===== config.mk =====
export PLATFORM = sky130hd
export DESIGN_NAME = base64_stream_decoder_top
export DESIGN_NICKNAME = d
export VERILOG_FILES = /design/src/sv/b64d_pkg.sv /design/src/sv/b64d_front.sv /design/src/sv/b64d_queue.sv /design/src/sv/b64d_back.sv /design/src/sv/base64_stream_decoder_top.sv
export SDC_FILE = /design/constraint.sdc
export NUM_CORES = 1
export LEC_CHECK = 0
export ABC_CLOCK_PERIOD_IN_PS = 2900
export BUFFER_PORTS_ARGS = -buffer_cell sky130_fd_sc_hd__buf_4
export CORE_MARGIN = 5
export CORE_UTILIZATION = 55
export CTS_CLUSTER_DIAMETER = 150
export CTS_CLUSTER_SIZE = 40
export DETAILED_ROUTE_END_ITERATION = 12
export PLACE_DENSITY = 0.79
export SLEW_MARGIN = 10
export SYNTH_ARGS = -nofsm -noshare
export SYNTH_HDL_FRONTEND = slang
export SYNTH_SLANG_ARGS = --single-unit

===== constraint.sdc =====
create_clock -name clk -period 2.9 [get_ports clk]
set_input_delay 0.29 -clock clk [delete_from_list [all_inputs] [get_ports clk]]
set_output_delay 0.29 -clock clk [all_outputs]
set_load 0.05 [all_outputs]

===== src/sv/b64d_pkg.sv =====
// ----------------------------------------------------------------------------
// b64d_pkg
// Shared types, constants and the character classification function of the
// base64 stream decoder.
// ----------------------------------------------------------------------------
package b64d_pkg;

	// Width of the saturating byte counter.
	localparam int COUNT_WIDTH  = 16;
	// Width of the byte count carried by each result item.
	localparam int BYTE_COUNT_W = 16;
	// Counter width widened so that the reported count can be cut from it.
	localparam int CNT_EXT_W    = (COUNT_WIDTH > BYTE_COUNT_W) ? COUNT_WIDTH : BYTE_COUNT_W;

	// Depth of the queue between the front and the back.
	localparam int QDEPTH  = 2;
	localparam int QPTR_W  = (QDEPTH > 1) ? $clog2(QDEPTH) : 1;
	localparam int QLVL_W  = $clog2(QDEPTH + 1);

	// Stream widths.
	localparam int IN_TDATA_W  = 8;
	localparam int OUT_TDATA_W = 24;

	// Special character codes.
	localparam logic [7:0] CH_CR  = 8'd13;
	localparam logic [7:0] CH_LF  = 8'd10;
	localparam logic [7:0] CH_PAD = 8'd61;

	// Position of a character within its group of four.
	typedef enum logic [1:0] {
		POS_FIRST  = 2'd0,
		POS_SECOND = 2'd1,
		POS_THIRD  = 2'd2,
		POS_FOURTH = 2'd3
	} pos_t;

	// One classified character, as queued between front and back.
	typedef struct packed {
		logic [5:0] sextet;
		logic       is_pad;
		logic       is_break;
		logic       last;
	} class_t;

	// Maps a character code to its sextet; anything outside the alphabet gives 0.
	function automatic logic [5:0] sextet_of(input logic [7:0] c);
		logic [7:0] v;
		begin
			v = 8'd0;
			if (c >= 8'd65 && c <= 8'd90) begin
				v = c - 8'd65;
			end else if (c >= 8'd97 && c <= 8'd122) begin
				v = c - 8'd71;
			end else if (c >= 8'd48 && c <= 8'd57) begin
				v = c + 8'd4;
			end else if (c == 8'd43) begin
				v = 8'd62;
			end else if (c == 8'd47) begin
				v = 8'd63;
			end
			return v[5:0];
		end
	endfunction

endpackage


===== src/sv/b64d_front.sv =====
// ----------------------------------------------------------------------------
// b64d_front
// Accepts input characters, classifies them and hands them to the queue
// through one register stage.
// ----------------------------------------------------------------------------
module b64d_front import b64d_pkg::*; (
	input  logic                  clk,
	input  logic                  arst_n,
	input  logic                  s_tvalid,
	output logic                  s_tready,
	input  logic [IN_TDATA_W-1:0] s_tdata,   // [7:0] char_in
	input  logic                  s_tlast,   // end_of_text
	output logic                  push_valid,
	input  logic                  push_ready,
	output class_t                push_item
);

	logic   v_s1;
	class_t item_s1;
	logic   take;

	// The stage takes a new item whenever it is empty or is being drained.
	assign s_tready   = !v_s1 || push_ready;
	assign take       = s_tvalid && s_tready;
	assign push_valid = v_s1;
	assign push_item  = item_s1;

	// Valid flag of the classification stage.
	always_ff @(posedge clk or negedge arst_n) begin
		if (!arst_n) begin
			v_s1 <= 1'b0;
		end else if (s_tready) begin
			v_s1 <= s_tvalid;
		end
	end

	// Classification of the accepted character.
	always_ff @(posedge clk) begin
		if (take) begin
			item_s1.sextet   <= sextet_of(s_tdata);
			item_s1.is_pad   <= (s_tdata == CH_PAD);
			item_s1.is_break <= (s_tdata == CH_CR) || (s_tdata == CH_LF);
			item_s1.last     <= s_tlast;
		end
	end

endmodule


===== src/sv/b64d_queue.sv =====
// ----------------------------------------------------------------------------
// b64d_queue
// Short first-in first-out queue of classified characters between the front
// and the back.
// ----------------------------------------------------------------------------
module b64d_queue import b64d_pkg::*; (
	input  logic              clk,
	input  logic              arst_n,
	input  logic              push_valid,
	output logic              push_ready,
	input  class_t            push_item,
	output logic              pop_valid,
	input  logic              pop,
	output class_t            pop_item,
	output logic [QLVL_W-1:0] level
);

	class_t              mem_q [QDEPTH];
	logic [QPTR_W-1:0]   wr_ptr_q;
	logic [QPTR_W-1:0]   rd_ptr_q;
	logic [QLVL_W-1:0]   level_q;
	logic                do_push;
	logic                do_pop;

	assign push_ready = (level_q != QLVL_W'(QDEPTH));
	assign pop_valid  = (level_q != '0);
	assign do_push    = push_valid && push_ready;
	assign do_pop     = pop && pop_valid;
	assign pop_item   = mem_q[rd_ptr_q];
	assign level      = level_q;

	// Pointers and fill level.
	always_ff @(posedge clk or negedge arst_n) begin
		if (!arst_n) begin
			wr_ptr_q <= '0;
			rd_ptr_q <= '0;
			level_q  <= '0;
		end else begin
			if (do_push) begin
				wr_ptr_q <= (wr_ptr_q == QPTR_W'(QDEPTH - 1)) ? '0 : wr_ptr_q + 1'b1;
			end
			if (do_pop) begin
				rd_ptr_q <= (rd_ptr_q == QPTR_W'(QDEPTH - 1)) ? '0 : rd_ptr_q + 1'b1;
			end
			if (do_push && !do_pop) begin
				level_q <= level_q + 1'b1;
			end else if (do_pop && !do_push) begin
				level_q <= level_q - 1'b1;
			end
		end
	end

	// Entry storage.
	always_ff @(posedge clk) begin
		if (do_push) begin
			mem_q[wr_ptr_q] <= push_item;
		end
	end

endmodule


===== src/sv/b64d_back.sv =====
// ----------------------------------------------------------------------------
// b64d_back
// Decodes classified characters in groups of four, keeps the byte count and
// drives the result stream from an output register.
// ----------------------------------------------------------------------------
module b64d_back import b64d_pkg::*; (
	input  logic                   clk,
	input  logic                   arst_n,
	input  logic                   q_valid,
	input  class_t                 q_item,
	output logic                   q_pop,
	output logic                   m_tvalid,
	input  logic                   m_tready,
	output logic [OUT_TDATA_W-1:0] m_tdata,   // [7:0] byte_out, [23:8] byte_count
	output logic                   m_tuser,   // byte_valid
	output logic                   m_tlast    // end_of_data
);

	localparam logic [COUNT_WIDTH-1:0] CNT_MAX = {COUNT_WIDTH{1'b1}};

	pos_t                    pos_q;
	logic [5:0]              prev_q;
	logic [COUNT_WIDTH-1:0]  cnt_q;

	logic                    skip;
	logic                    have;
	logic [7:0]              byte_d;
	pos_t                    pos_d;
	logic [COUNT_WIDTH-1:0]  cnt_d;
	logic [CNT_EXT_W-1:0]    cnt_ext;
	logic                    emit;

	logic                    out_v_q;
	logic [OUT_TDATA_W-1:0]  out_data_q;
	logic                    out_user_q;
	logic                    out_last_q;

	// An item is taken from the queue whenever the output register is free or being drained.
	assign q_pop = q_valid && (!out_v_q || m_tready);

	// Group decode of the item at the head of the queue.
	always_comb begin
		skip   = (pos_q == POS_FIRST) && q_item.is_break;
		have   = 1'b0;
		byte_d = 8'd0;
		pos_d  = pos_q;
		if (!skip) begin
			unique case (pos_q)
				POS_FIRST: begin
					pos_d = POS_SECOND;
				end
				POS_SECOND: begin
					have   = 1'b1;
					byte_d = {prev_q, q_item.sextet[5:4]};
					pos_d  = POS_THIRD;
				end
				POS_THIRD: begin
					have   = !q_item.is_pad;
					byte_d = q_item.is_pad ? 8'd0 : {prev_q[3:0], q_item.sextet[5:2]};
					pos_d  = POS_FOURTH;
				end
				POS_FOURTH: begin
					have   = !q_item.is_pad;
					byte_d = q_item.is_pad ? 8'd0 : {prev_q[1:0], q_item.sextet};
					pos_d  = POS_FIRST;
				end
				default: begin
					pos_d = POS_FIRST;
				end
			endcase
		end
		cnt_d   = (have && cnt_q != CNT_MAX) ? cnt_q + 1'b1 : cnt_q;
		cnt_ext = CNT_EXT_W'(cnt_d);
		emit    = have || q_item.last;
	end

	// Decoder state; the final character of a text starts the next one fresh.
	always_ff @(posedge clk or negedge arst_n) begin
		if (!arst_n) begin
			pos_q  <= POS_FIRST;
			prev_q <= '0;
			cnt_q  <= '0;
		end else if (q_pop) begin
			if (q_item.last) begin
				pos_q  <= POS_FIRST;
				prev_q <= '0;
				cnt_q  <= '0;
			end else begin
				pos_q <= pos_d;
				cnt_q <= cnt_d;
				if (!skip) begin
					prev_q <= q_item.sextet;
				end
			end
		end
	end

	// Output register valid flag.
	always_ff @(posedge clk or negedge arst_n) begin
		if (!arst_n) begin
			out_v_q <= 1'b0;
		end else if (!out_v_q || m_tready) begin
			out_v_q <= q_pop && emit;
		end
	end

	// Output register payload.
	always_ff @(posedge clk) begin
		if (q_pop && emit) begin
			out_data_q <= {cnt_ext[BYTE_COUNT_W-1:0], byte_d};
			out_user_q <= have;
			out_last_q <= q_item.last;
		end
	end

	assign m_tvalid = out_v_q;
	assign m_tdata  = out_data_q;
	assign m_tuser  = out_user_q;
	assign m_tlast  = out_last_q;

endmodule


===== src/sv/base64_stream_decoder_top.sv =====
// An item's result passes through the classification register, the queue and the output register.
// Throughput: one character per cycle, sustained while the output side keeps up.
// The two-entry queue between classification and decode absorbs output stalls.
// Reset (arst_n low) empties all stages and clears group position, sextet and count.
// ----------------------------------------------------------------------------
// base64_stream_decoder_top
// Streaming base64 decoder: one character in per item, at most one decoded
// byte out per item, with a running byte count and an end-of-text marker.
// ----------------------------------------------------------------------------
module base64_stream_decoder_top import b64d_pkg::*; (
	input  logic                   clk,
	input  logic                   arst_n,
	input  logic                   s_tvalid,
	output logic                   s_tready,
	input  logic [IN_TDATA_W-1:0]  s_tdata,   // [7:0] char_in
	input  logic                   s_tlast,   // end_of_text
	output logic                   m_tvalid,
	input  logic                   m_tready,
	output logic [OUT_TDATA_W-1:0] m_tdata,   // [7:0] byte_out, [23:8] byte_count
	output logic                   m_tuser,   // byte_valid
	output logic                   m_tlast    // end_of_data
);

	logic              push_valid;
	logic              push_ready;
	class_t            push_item;
	logic              q_valid;
	logic              q_pop;
	class_t            q_item;
	logic [QLVL_W-1:0] q_level;

	// Character classification.
	b64d_front u_front (
		.clk        (clk),
		.arst_n     (arst_n),
		.s_tvalid   (s_tvalid),
		.s_tready   (s_tready),
		.s_tdata    (s_tdata),
		.s_tlast    (s_tlast),
		.push_valid (push_valid),
		.push_ready (push_ready),
		.push_item  (push_item)
	);

	// Queue between front and back.
	b64d_queue u_queue (
		.clk        (clk),
		.arst_n     (arst_n),
		.push_valid (push_valid),
		.push_ready (push_ready),
		.push_item  (push_item),
		.pop_valid  (q_valid),
		.pop        (q_pop),
		.pop_item   (q_item),
		.level      (q_level)
	);

	// Group decode and result output.
	b64d_back u_back (
		.clk      (clk),
		.arst_n   (arst_n),
		.q_valid  (q_valid),
		.q_item   (q_item),
		.q_pop    (q_pop),
		.m_tvalid (m_tvalid),
		.m_tready (m_tready),
		.m_tdata  (m_tdata),
		.m_tuser  (m_tuser),
		.m_tlast  (m_tlast)
	);

	// A result without a byte exists only for the final character.
	assert property (@(posedge clk) disable iff (!arst_n)
		m_tvalid && !m_tuser |-> m_tlast)
		else $error("result without byte is not marked final");

	// The queue never holds more entries than it has.
	assert property (@(posedge clk) disable iff (!arst_n)
		q_level <= QLVL_W'(QDEPTH))
		else $error("queue level beyond depth");

	// Input stalls only when the classification stage is held by a full queue.
	assert property (@(posedge clk) disable iff (!arst_n)
		!s_tready |-> push_valid && !push_ready && q_level == QLVL_W'(QDEPTH))
		else $error("input stalled without a full queue");

	// The back never pops an empty queue.
	assert property (@(posedge clk) disable iff (!arst_n)
		q_pop |-> q_level != '0)
		else $error("pop from empty queue");

endmodule

**After elaboration in Yosys (flattened, before gate mapping)**

Memory sizes are Yosys's and may differ from the RTL's.
Index checks and enable logic that the tools add are counted.

- Register bits after elaboration: 65
- RAM bits: 18
- Input port bits: 13
- Output and inout bits: 28
- Word-level logic and storage cells: 91
- Memories kept: 1

- Add/sub/neg operators: 8
- $lt $le $gt $ge: 6
- Eq/ne operators: 11
- Muxes and demuxes: 23
- Reduce and logical (&&, ||, !) cells: 26

Memory list:

| memory | words | bits a word | rd ports | clocked after Yosys merged registers in | write ports | line | text |
|---|---|---|---|---|---|---|---|
| u_queue.mem_q | 2 | 9 | 1 | 0 | 1 | b64d_queue.sv:18 | `class_t mem_q [QDEPTH];` |

Operators with widths:

| cell | number |
|---|---|
| $mux 6 | 7 |
| $mux 16 | 2 |
| $eq 8x6->1 const B | 3 |
| $pmux 8 s3 | 1 |
| $add 16x1->16 const B | 1 |
| $eq 8x4->1 const B | 2 |
| $ge 8x7->1 const B | 2 |
| $le 8x7->1 const B | 2 |
| $mux 8 | 2 |
| $ne 16x16->1 const B | 1 |
| $logic_and 1x1->1 | 12 |
| $ge 8x6->1 const B | 1 |
| $le 8x6->1 const B | 1 |
| $mux 2 | 4 |
| $pmux 2 s4 | 1 |
| $add 6x3->6 const B | 1 |
| $sub 6x1->6 const B | 1 |
| $sub 6x3->6 const B | 1 |
| $logic_not 1->1 | 5 |
| $mux 1 | 5 |
| $eq 2x2->1 const B | 2 |
| $logic_or 1x1->1 | 4 |
| $reduce_bool 2->1 | 2 |
| $add 1x1->1 const B | 2 |
| 9 further kinds | 9 |

**Longest topological paths before layout**

- Word-level depth: 7
- Gate-level depth with buffers: 8
- Mapped depth without buffers: 7

**Cells and area by module**

Synthesis repeated with hierarchy kept, for this count alone.

- Cell total of the unflattened synthesis: 395
- Area, all modules: 4,444.3 sq um

By module, submodules not included:

| module | times used | cells an instance | area an instance (sq um) | seq. area each (sq um) |
|---|---|---|---|---|
| b64d_back | 1 | 252 | 2,693.8 | 1,406.3 |
| b64d_front | 1 | 97 | 889.6 | 295.3 |
| b64d_queue | 1 | 46 | 860.8 | 640.6 |

**Worst setup path after synthesis**

OpenSTA, ideal clock, no wires.

- Path kind: input -> register
- Start point: input port s_tdata[2]
- End point: register u_front.item_s1, in the netlist u_front.push_item[7] (data pin)
- Library setup time: 0.265 ns
- Arrival: 1.985 ns
- Data required time: 2.635 ns
- Slack: 0.650 ns
- Cell stages on the path: 8
- Path buffers: 1
- Cells stage by stage: clkbuf_1 > inv_1 > ha_1 > a21oi_1 > a31oi_1 > a2111oi_2 > and2_1 > a22oi_1

- Word-level cells in the longest chain between the ends: 6
- Elaborated cells on any way between the ends: 19
- Those cells by class: add/sub: 3; order compare: 6; eq/ne: 2; mux: 5; reduce/logical: 3

Ends and longest elaborated chain:

| item | line | text |
|---|---|---|
| start, declared | base64_stream_decoder_top.sv:15 | `input logic [IN_TDATA_W-1:0] s_tdata,` |
| parallel branches: the longest is 5 deep, another holds $ge 8x6->1 | - |  |
| $mux 6 * | b64d_pkg.sv:50 | `if (c >= 8'd65 && c <= 8'd90) begin` |
| end, declared | b64d_front.sv:19 | `class_t item_s1;` |

Every way passes the cells marked *.
A chain may end at the register's enable or synchronous reset.

**Worst setup path in the final report**

- Start point: register u_back.cnt_q[0]
- End point: register u_back.cnt_q[7]

- Word-level cells in the longest chain between the ends: 4
- Elaborated cells on any way between the ends: 5
- Those cells by class: add/sub: 1; eq/ne: 1; mux: 2; reduce/logical: 1

Ends and longest elaborated chain:

| item | line | text |
|---|---|---|
| start, declared | b64d_back.sv:23 | `logic [COUNT_WIDTH-1:0] cnt_q;` |
| start signal, assigned | b64d_back.sv:90 | `cnt_q <= cnt_d;` |
| parallel branches: the longest is 2 deep, another holds $add 16x1->16 | - |  |
| $mux 16 * | b64d_back.sv:72 | `cnt_d = (have && cnt_q != CNT_MAX) ? cnt_q + 1'b1 : cnt_q;` |
| $mux 16 * | b64d_back.sv:84 | `if (q_item.last) begin` |

Marked as above.

==> impl_metrics.tcl <==
set metrics [dict create \
    crit_fanout 7 \
    layout_common_cells "edfxtp_1 (53), buf_4 (48), nand2_1 (32), dfrtp_1 (30), nor2_1 (29)" \
    finalSetupViolCount 0 \
    routed_wl_mm 7.746 \
    grt_max_degree 31 \
    hp-class "in -> reg" \
    ys.flop_type "edfxtp_1" \
    cp.required_ns 3.17 \
    max_cap_viol_count 0 \
    r2r-end "u_back.cnt_q[7]" \
    gp_congestion 0.8866 \
    p_comb_frac 0.448 \
    path_cells "ha_1 > nand4_1 > nor4_2 > or4_1 > or4_4 > o211ai_2" \
    worstHoldStart "s_tlast" \
    row_count 31 \
    die_y_um 96.92 \
    cts_tree "built" \
    coreArea_mm2 0.007292 \
    cp_num_buf_inv 0 \
    firstDrtPassIters 5 \
    seq_area_frac_synth 0.5637 \
    final_nets 429 \
    crit_path_end_kind "register" \
    post-route-drc-count 0 \
    cpPeakStageDelay_ns 0.62 \
    grt_pass1_vias 2787 \
    grt_pass1_wl_mm 13.01 \
    io_pins 41 \
    ys_ff_latch 83 \
    vias 2959 \
    hpwl_mm 5.477 \
    rsz0062_at_grt "false" \
    htree_levels 3 \
    vias_per_cell 5.883 \
    final_common_cell "edfxtp_1" \
    cts_root_buffer "clkbuf_8" \
    timing_worst_setup_path_type "reg -> reg" \
    p_switching_w 0.002161 \
    critPathArrivalTime_ns 2.63 \
    final.setup_skew_ns 0.006490 \
    swShare 0.4269 \
    hold_end "u_front.push_item[0]" \
    synthTopCellsByArea "edfxtp_1 (38%), dfrtp_1 (18%), ha_1 (5.1%)" \
    fmax_mhz 424.5 \
    peakVddDrop_uv 690.2 \
    clkPwrFrac 0.155 \
    placed_area_mm2 0.004561 \
    report.final.slew_viol_count 0 \
    post-cts-setup-buffers 0 \
    initial_core_util 0.5698 \
    relSlewSlack 0.4949 \
    period_share 0.8123 \
    fin_tns_setup_ns 0 \
    synth_area_mm2 0.004155 \
    ff2ff_path_depth 6 \
    power.internal_w 0.002902 \
    drt_iter0_markers 241 \
    die-area_mm2 0.009393 \
    drive_gt1_frac 0.1955 \
    overflow 0 \
    synth_cells 357 \
    critPathSlowestCell "or4_1" \
    syn_to_final_growth_pct 14.48 \
    cts.clk_slew.worst_paths_ns 0.08 \
    power_leakage_nw 1.933 \
    antenna_found_initial 0 \
    worstHoldPathCells 1 \
    postRouteAntennaNets 0 \
    critical_path.top_delay_family "simple AND/OR/NAND/NOR gates" \
    reg2reg_slack_ns 0.54 \
    yosysTopAreaCellShare 0.3830 \
    synth_cell_types 56 \
    clock-sinks 83 \
    final_area_mm2 0.004757 \
    synth_top_cell_by_area "edfxtp_1" \
    tightest_slew_ns 0.7548 \
    portBuffers 40 \
    die_x_um 96.92 \
    async_reset_ff_frac 0.3614 \
    yosys_warnings 0 \
    synth_edf_count 53 \
    wl_per_cell_um 15.40 \
    seq_power_share 0.398 \
    n_antenna_cell 0 \
    rr_startpoint "u_back.cnt_q[0]" \
    power_density_mw_per_mm2 1064 \
    cts_buffers 9 \
    avgSynthCellArea_um2 11.64 \
    clk_latency_ns 0.34 \
    finalHoldViolCount 0 \
    startpoint_type "register" \
    syn_nets 387 \
    grt_usage 0.1675 \
    ctsLongestPathBuffers 2 \
    fin_crit_ns 2.356 \
    outcome "finished, final reports clean" \
]
how the worst max path moves through the flow:
stage / startpoint / endpoint / cells after the start / slack (ns)
after detailed placement: u_back.cnt_q[0] / u_back.cnt_q[7] / 6 / 0.58
after floorplan: s_tdata[2] / u_front.push_item[7] / 8 / 0.65
after global placement: u_back.cnt_q[0] / u_back.cnt_q[7] / 6 / 0.70
final: u_back.cnt_q[0] / u_back.cnt_q[7] / 6 / 0.54
after global routing: u_queue.rd_ptr_q / u_back.m_tdata[22] / 6 / 0.48
after CTS: u_back.cnt_q[0] / u_back.cnt_q[7] / 6 / 0.56
metal layers:
layer / global-route usage / part of all wire / vias up
met4: 0.05616 / 0.020 / 0
met2: 0.2606 / 0.47 / 120
met5: 0 / 0 / -
met1: 0.2310 / 0.46 / 1413
met3: 0.04029 / 0.058 / 20
li1: - / - / 1406
sequential cells by signal, indices dropped and copies added (netlist names), 2 cells and up:
| signal | count |
|---|---|
| u_front.push_item | 9 |
| u_queue.mem_q | 18 |
| u_back.m_tdata | 24 |
| u_back.cnt_q | 16 |
| u_back.prev_q | 6 |
| u_back.pos_q | 2 |
| u_queue.level | 2 |
synthesized netlist by cell type (all sizes together) (2+ instances only):
library cell,n
buf,5
a21oi,13
and2,4
a222oi,8
a221oi,2
a32oi,3
nor2,29
xnor2,16
ha,17
a31o,2
nor4,3
a221o,2
dfrtp,30
a22o,9
and3,3
nand3,9
nand4,6
o211ai,4
xor2,9
nor3,3
or4,5
a32o,2
mux2,7
o31ai,2
a31oi,5
inv,18
edfxtp,53
nand2b,6
o21ai,17
mux2i,3
clkbuf,13
nand2,32
through the flow:
stage / cells / hold slack, ns / util / power [W] / setup slack [ns]
after global placement: 486 / 0.2491 / 0.6254 / 0.004243 / 0.6969
after detailed placement: 486 / 0.2463 / 0.6254 / 0.004290 / 0.5842
after global routing: 503 / 0.09051 / 0.6524 / 0.005340 / 0.4815
after CTS: 503 / 0.1063 / 0.6524 / 0.005082 / 0.5607
after floorplan: 357 / -0.005591 / - / 0.003647 / 0.6501
final: 503 / 0.1180 / 0.6524 / 0.005063 / 0.5442
area by class of cell:
class | instances | area [um2]
Clock buffer | 11 | 131.4
Clock inverter | 5 | 55.05
Fill cell | 584 | 2535
Inverter | 19 | 71.32
Multi-Input combinational cell | 237 | 1663
Sequential cell | 83 | 2342
Tap cell | 99 | 123.9
Timing Repair Buffer | 49 | 370.4
power by group through the flow:
stage          clock, W  sequential, W  combinational, W
2_1_floorplan         0        0.00265          0.000997
3_3_place_gp          0        0.00201           0.00223
3_5_place_dp          0        0.00203           0.00226
4_1_cts        0.000799        0.00201           0.00227
5_1_grt        0.000853        0.00205           0.00243
6_report       0.000783        0.00201           0.00227
kinds of logic after synthesis:
family / count (synthesis) / synth area share
AOI/OAI and AO/OA: 80 / 0.1415
xor gates and xnor gates: 25 / 0.05269
adders and majority gates: 17 / 0.05119
buffers and inverters: 37 / 0.03613
DFF: 83 / 0.5637
muxes: 10 / 0.03102
and+or+nand+nor: 105 / 0.1238
what timing repair did:
action,4_1_cts,5_1_grt
hold endpoints to repair,30,0
hold buffers,1,0
resized for setup,0,0
Note: power is estimated with default switching activity, not from simulation.
